<file path="src/rtl/sms_pkg.sv">
package sms_pkg;

   localparam int COEF_IN_BITS  = 16;
   localparam int COEF_OUT_BITS = 48;
   localparam int RAD_OUT_BITS  = 32;
   localparam int FIRST_BASE    = 2;
   localparam int FIRST_SQUARE  = 4;

   typedef struct packed {
      logic done;
      logic exact;
   } div_status_type;

endpackage

</file>
<file path="src/rtl/surd_multiply_simplify.sv">
// Channel   Direction  Handshake            Word
// req_      in         req_valid/req_stall  coefficient_a, radicand_a, coefficient_b, radicand_b
// rsp_      out        rsp_valid/rsp_stall  coefficient_out, radicand_out
//
// One word is simplified at a time; req_stall stays high until the result is in the
// output register. Each trial base takes one bound check and one pass through the
// shared restoring divider. Each square factor found adds a shift-add multiply.
// Up to about sqrt(radicand product) bases are tried. Reset is synchronous and
// active high. A result held by rsp_stall does not stop the next word from being
// taken.
module surd_multiply_simplify #(
   parameter int RADICAND_BITS = 16
) (
   input  logic                                     clock,
   input  logic                                     reset,
   input  logic                                     req_valid,
   output logic                                     req_stall,
   input  logic signed [sms_pkg::COEF_IN_BITS-1:0]  req_coefficient_a,
   input  logic        [RADICAND_BITS-1:0]          req_radicand_a,
   input  logic signed [sms_pkg::COEF_IN_BITS-1:0]  req_coefficient_b,
   input  logic        [RADICAND_BITS-1:0]          req_radicand_b,
   output logic                                     rsp_valid,
   input  logic                                     rsp_stall,
   output logic signed [sms_pkg::COEF_OUT_BITS-1:0] rsp_coefficient_out,
   output logic        [sms_pkg::RAD_OUT_BITS-1:0]  rsp_radicand_out
);
   import sms_pkg::*;

   localparam int RAD_BITS  = 2 * RADICAND_BITS;
   localparam int SQ_BITS   = RAD_BITS + 1;
   localparam int BASE_BITS = RADICAND_BITS + 1;

   typedef enum logic [2:0] {
      ST_IDLE,
      ST_CHECK,
      ST_DIV,
      ST_MUL,
      ST_FINISH
   } state_type;

   state_type                         state_ff;
   logic [RAD_BITS-1:0]               rad_ff;
   logic [COEF_OUT_BITS-1:0]          coef_ff;
   logic [BASE_BITS-1:0]              base_ff;
   logic [SQ_BITS-1:0]                sq_ff;
   logic [SQ_BITS-1:0]                sq_in;
   logic [COEF_OUT_BITS-1:0]          acc_ff;
   logic [COEF_OUT_BITS-1:0]          mcand_ff;
   logic [BASE_BITS-1:0]              mplier_ff;
   logic                              div_start_ff;
   logic                              rsp_valid_ff;
   logic [COEF_OUT_BITS-1:0]          coef_out_ff;
   logic [RAD_OUT_BITS-1:0]           rad_out_ff;
   logic signed [2*COEF_IN_BITS-1:0]  coef_prod;
   logic [RAD_BITS-1:0]               rad_prod;
   logic [RAD_BITS-1:0]               div_quotient;
   div_status_type                    div_status;
   logic                              sq_fits;
   logic                              load_out;

   assign coef_prod = req_coefficient_a * req_coefficient_b;
   assign rad_prod  = RAD_BITS'(req_radicand_a) * RAD_BITS'(req_radicand_b);

   // (b+1)^2 = b^2 + 2b + 1
   assign sq_in = sq_ff + SQ_BITS'({base_ff, 1'b1});

   assign sq_fits  = (sq_ff <= SQ_BITS'(rad_ff));
   assign load_out = (state_ff == ST_FINISH) && (!rsp_valid_ff || !rsp_stall);

   sms_divider #(
      .DIVIDEND_BITS (RAD_BITS),
      .DIVISOR_BITS  (SQ_BITS)
   ) u_divider (
      .clock    (clock),
      .reset    (reset),
      .start    (div_start_ff),
      .dividend (rad_ff),
      .divisor  (sq_ff),
      .quotient (div_quotient),
      .status   (div_status)
   );

   always_ff @(posedge clock) begin
      if (reset) begin
         state_ff     <= ST_IDLE;
         rsp_valid_ff <= 1'b0;
         div_start_ff <= 1'b0;
      end else begin
         div_start_ff <= (state_ff == ST_CHECK) && sq_fits;
         if (load_out) begin
            rsp_valid_ff <= 1'b1;
         end else if (!rsp_stall) begin
            rsp_valid_ff <= 1'b0;
         end
         case (state_ff)
            ST_IDLE: begin
               if (req_valid) begin
                  coef_ff  <= COEF_OUT_BITS'(coef_prod);
                  rad_ff   <= rad_prod;
                  base_ff  <= BASE_BITS'(FIRST_BASE);
                  sq_ff    <= SQ_BITS'(FIRST_SQUARE);
                  state_ff <= ST_CHECK;
               end
            end
            ST_CHECK: begin
               if (!sq_fits) begin
                  state_ff <= ST_FINISH;
               end else begin
                  state_ff <= ST_DIV;
               end
            end
            ST_DIV: begin
               if (div_status.done) begin
                  if (div_status.exact) begin
                     rad_ff    <= div_quotient;
                     acc_ff    <= '0;
                     mcand_ff  <= coef_ff;
                     mplier_ff <= base_ff;
                     state_ff  <= ST_MUL;
                  end else begin
                     base_ff  <= base_ff + BASE_BITS'(1);
                     sq_ff    <= sq_in;
                     state_ff <= ST_CHECK;
                  end
               end
            end
            ST_MUL: begin
               if (mplier_ff == '0) begin
                  coef_ff  <= acc_ff;
                  state_ff <= ST_CHECK;
               end else begin
                  if (mplier_ff[0]) begin
                     acc_ff <= acc_ff + mcand_ff;
                  end
                  mcand_ff  <= {mcand_ff[COEF_OUT_BITS-2:0], 1'b0};
                  mplier_ff <= {1'b0, mplier_ff[BASE_BITS-1:1]};
               end
            end
            ST_FINISH: begin
               if (load_out) begin
                  coef_out_ff <= coef_ff;
                  rad_out_ff  <= RAD_OUT_BITS'(rad_ff);
                  state_ff    <= ST_IDLE;
               end
            end
            default: begin
               state_ff <= ST_IDLE;
            end
         endcase
      end
   end

   assign req_stall           = (state_ff != ST_IDLE);
   assign rsp_valid           = rsp_valid_ff;
   assign rsp_coefficient_out = coef_out_ff;
   assign rsp_radicand_out    = rad_out_ff;

endmodule

</file>
<file path="src/rtl/sms_divider.sv">
module sms_divider #(
   parameter int DIVIDEND_BITS = 32,
   parameter int DIVISOR_BITS  = 33
) (
   input  logic                       clock,
   input  logic                       reset,
   input  logic                       start,
   input  logic [DIVIDEND_BITS-1:0]   dividend,
   input  logic [DIVISOR_BITS-1:0]    divisor,
   output logic [DIVIDEND_BITS-1:0]   quotient,
   output sms_pkg::div_status_type    status
);
   import sms_pkg::*;

   localparam int CNT_BITS = (DIVIDEND_BITS > 1) ? $clog2(DIVIDEND_BITS) : 1;

   logic [DIVISOR_BITS-1:0]  rem_ff, rem_in;
   logic [DIVIDEND_BITS-1:0] quo_ff, quo_in;
   logic [CNT_BITS-1:0]      cnt_ff;
   logic                     busy_ff;
   logic                     done_ff;
   logic [DIVISOR_BITS:0]    rem_shift;
   logic [DIVISOR_BITS:0]    diff;
   logic                     fits;
   logic                     last_step;

   // One restoring step: bring down the next dividend bit and try the subtract.
   always_comb begin
      rem_shift = {rem_ff, quo_ff[DIVIDEND_BITS-1]};
      diff      = rem_shift - {1'b0, divisor};
      fits      = ~diff[DIVISOR_BITS];
      rem_in    = fits ? diff[DIVISOR_BITS-1:0] : rem_shift[DIVISOR_BITS-1:0];
      quo_in    = {quo_ff[DIVIDEND_BITS-2:0], fits};
   end

   assign last_step = busy_ff && (cnt_ff == CNT_BITS'(DIVIDEND_BITS - 1));

   always_ff @(posedge clock) begin
      if (reset) begin
         busy_ff <= 1'b0;
         cnt_ff  <= '0;
         done_ff <= 1'b0;
      end else begin
         done_ff <= last_step && !start;
         if (start) begin
            busy_ff <= 1'b1;
            cnt_ff  <= '0;
            rem_ff  <= '0;
            quo_ff  <= dividend;
         end else if (busy_ff) begin
            rem_ff  <= rem_in;
            quo_ff  <= quo_in;
            cnt_ff  <= cnt_ff + CNT_BITS'(1);
            busy_ff <= !last_step;
         end
      end
   end

   assign quotient     = quo_ff;
   assign status.done  = done_ff;
   assign status.exact = (rem_ff == '0);

endmodule
</file>
<file path="config.mk">
export PLATFORM = sky130hd
export DESIGN_NAME = surd_multiply_simplify
export DESIGN_NICKNAME = d
export VERILOG_FILES = /design/src/rtl/sms_pkg.sv /design/src/rtl/surd_multiply_simplify.sv /design/src/rtl/sms_divider.sv
export SDC_FILE = /design/constraint.sdc
export NUM_CORES = 2
export LEC_CHECK = 0
export BUFFER_PORTS_ARGS = -buffer_cell sky130_fd_sc_hd__buf_4
export CORE_MARGIN = 2
export CORE_UTILIZATION = 60
export DETAILED_ROUTE_END_ITERATION = 16
export PLACE_DENSITY = 0.74
export SLEW_MARGIN = 40
export SYNTH_ARGS = -nofsm -noshare
export SYNTH_HDL_FRONTEND = slang
export SYNTH_SLANG_ARGS = --single-unit
</file>
<file path="constraint.sdc">
create_clock -name clock -period 22.1 [get_ports clock]
set_input_delay 1.105 -clock clock [delete_from_list [all_inputs] [get_ports clock]]
set_output_delay 1.105 -clock clock [all_outputs]
set_load 0.03 [all_outputs]
</file>
==> flow_summary.ini <==
[setup_path]
worst_setup_path_start_kind = primary input
startpoint = req_coefficient_b[3]
critical_path_arrival_ns = 7.70
cp.required_ns = 22.41
end_kind = register
r2r_end = acc_ff[6]$_SDFFCE_PN0P_
r2r_setup_slack_ns = 17.98
reg2reg_depth = 8
critPathCapture = coef_ff[44]$_DFFE_PP_
reg2reg_from = u_divider.rem_ff[2]$_SDFFCE_PP0P_
crit_fanout = 17
crit_type = in2reg

[synth]
ys_warn_count = 0
seq_area_frac_synth = 0.300
syn-instance-count = 4020
syn-num-nets = 4865
syn_avg_cell_area_um2 = 9.88
synth-seq-cells = 400
synth_flop_cell = edfxtp_1
synth.distinct_cells = 77
synthesis.area_um2 = 39700
synth_edf_count = 388
async_flop_share = 0

[floorplan]
rows = 94
chipHeight_um = 261
die_w_um = 261
core_um2 = 65600
initial_core_util = 0.605
dieArea_um2 = 68200
ios = 150

[clock_network]
insertion_delay_ns = 0.57
cts_resized = 0
cts_sinks = 400
cts_tree = done
postCtsSetupBuffers = 0
h-tree-depth = 2
postCtsHoldBufs = 0
clock_tree.root_cell = clkbuf_16
clockBufferDepth = 3
cts.clk_slew.worst_paths_ns = 0.06
cts_made_buffers = 42

[layout]
mostFrequentLayoutCells = inv_1, nand2_1, fa_1, edfxtp_1, ha_1
syn2layout_area_growth_pct = 7.79
diodes = 0
drive_gt1_frac = 0.0686
layout_commonest_cell = inv_1
fin_nets = 4931

[worst_hold_path]
hold_path_class = reg2reg

[sta]
hold_viol = 0
worst_hold_slack_ns = 0.447
clock-skew-final_ns = 0.0240
slew_headroom = 0.476
max_freq_ghz = 0.135
setup_viol = 0
finalCriticalPeriod_ns = 7.39
period_share = 0.334
slew_viol_final = 0
worst_pin_slew_ns = 0.786
setup_tns_ns = 0
rsz0062_at_grt = false

[route]
via_per_inst = 5.64
ant_nets = 0
firstDrtPassIters = 5
wl_per_cell_um = 17.9
drc = 0
via_count = 28100
drt_iter0_drc = 1894
drt_wl_total_um = 89100

[place]
gp_congestion = 0.903
post-dp-hpwl_um = 67900
io_buffers = 149

[global_route]
grt_util_met1 = 0.362
overflow = 0
grt_pass1_wl_um = 149000
grt_max_degree = 90
use_met2 = 0.481
grt_use_met3 = 0.0322
grt_pass1_vias = 29300
grt_usage = 0.274
antenna_found_initial = 0
top_usage_layer = met2

[flow_run]
drv_cap = 0

[run_status]
status = finished, final reports clean
worst min-delay path by stage:
stage | start | to | slack [ns] | depth (start not counted)
after floorplan | coef_ff[0]$_DFFE_PP_ | rsp_coefficient_out[0]$_DFFE_PP_ | 0.42 | 0
after global placement | coef_ff[8]$_DFFE_PP_ | rsp_coefficient_out[8]$_DFFE_PP_ | 0.43 | 0
after detailed placement | coef_ff[42]$_DFFE_PP_ | rsp_coefficient_out[42]$_DFFE_PP_ | 0.44 | 0
after CTS | coef_ff[35]$_DFFE_PP_ | rsp_coefficient_out[35]$_DFFE_PP_ | 0.45 | 0
after global routing | coef_ff[35]$_DFFE_PP_ | rsp_coefficient_out[35]$_DFFE_PP_ | 0.46 | 0
final | coef_ff[35]$_DFFE_PP_ | rsp_coefficient_out[35]$_DFFE_PP_ | 0.45 | 0
layout make-up:
class,count,area (um2)
Tap cell,864,1080
Sequential cell,400,11900
Clock buffer,52,1130
Timing Repair Buffer,164,1250
Multi-Input combinational cell,2848,24900
Inverter,630,2360
Fill cell,5327,22800
Clock inverter,19,136
kinds of logic after synthesis:
family / count (synthesis) / share of synthesized area
fa+ha+maj: 777 / 0.332
mux: 65 / 0.0174
flops: 400 / 0.300
buf+inv: 772 / 0.0737
simple gates: 1312 / 0.154
xor+xnor: 165 / 0.0364
compound gates: 529 / 0.0869
registers in the layout, summed over array words and instances, names as in the netlist:
signal,count
u_divider.busy_ff,1
rsp_radicand_out,32
base_ff,17
rsp_valid,1
u_divider.rem_ff,33
coef_ff,48
rad_ff,32
acc_ff,48
mcand_ff,48
u_divider.cnt_ff,5
div_start_ff,1
mplier_ff,17
sq_ff,33
u_divider.done_ff,1
u_divider.quotient,32
state_ff,3
rsp_coefficient_out,48
stage by stage:
step	util	setup slack, ns	cell area [um2]	cells
CTS	0.652	14.67	42800	4977
global placement	0.633	14.19	41500	4906
finish	0.652	14.71	42800	4977
global route	0.652	14.35	42800	4977
detailed placement	0.633	14.08	41500	4906
floorplan	-	11.82	39700	4020
Yosys cell counts, drive strengths merged, types with 4 or more instances:
cell type / count / area (um2)
a2111oi: 4 / 36.3
a211oi: 23 / 185
a21boi: 8 / 60.1
a21o: 102 / 766
a21oi: 167 / 836
a221o: 5 / 50.1
a221oi: 4 / 47.6
a311o: 7 / 70.1
a31oi: 12 / 75.1
a41oi: 4 / 42.6
and2: 256 / 1600
and3: 24 / 150
and4: 5 / 43.8
buf: 16 / 87.6
clkbuf: 126 / 473
dfxtp: 12 / 240
edfxtp: 388 / 11700
fa: 459 / 9190
ha: 318 / 3980
inv: 630 / 2360
mux2: 33 / 372
mux2i: 32 / 320
nand2: 574 / 2150
nand2b: 30 / 188
nand3: 32 / 165
nand4: 39 / 244
nor2: 244 / 923
nor2b: 27 / 169
nor3: 33 / 165
nor3b: 10 / 75.1
nor4: 22 / 138
o2111ai: 4 / 35.0
o211ai: 4 / 35.0
o21a: 35 / 264
o21ai: 95 / 479
o21bai: 21 / 161
o31ai: 12 / 95.1
or2: 4 / 25.0
or3: 6 / 37.5
xnor2: 101 / 885
xor2: 64 / 561
layer usage:
metal,wire [um],share of wire,vias to the layer above
met5,0,0,-
met4,2210,0.025,0
met3,4930,0.055,153
met2,44800,0.50,770
met1,37100,0.42,13900
li1,-,-,13200
critical path: stages:
cell and delay (ns):
buf_4 0.17, and2_1 0.19, fa_1 0.63, inv_1 0.17, fa_1 0.56, inv_1 0.05
fa_1 0.51, fa_1 0.44, fa_1 0.55, inv_1 0.06, fa_1 0.52, inv_1 0.04
ha_1 0.37, a21o_1 0.21, a21o_1 0.16, a21o_1 0.17, a211oi_1 0.25, o21bai_1 0.12
a221oi_2 0.36, o2111ai_1 0.18, a21oi_1 0.20, xnor2_1 0.24, nor2_4 0.19, a21o_1 0.23
Power is left out: the tool's default activity adds up to more than one toggle a clock period on the data nets, which glitch-free logic cannot reach.
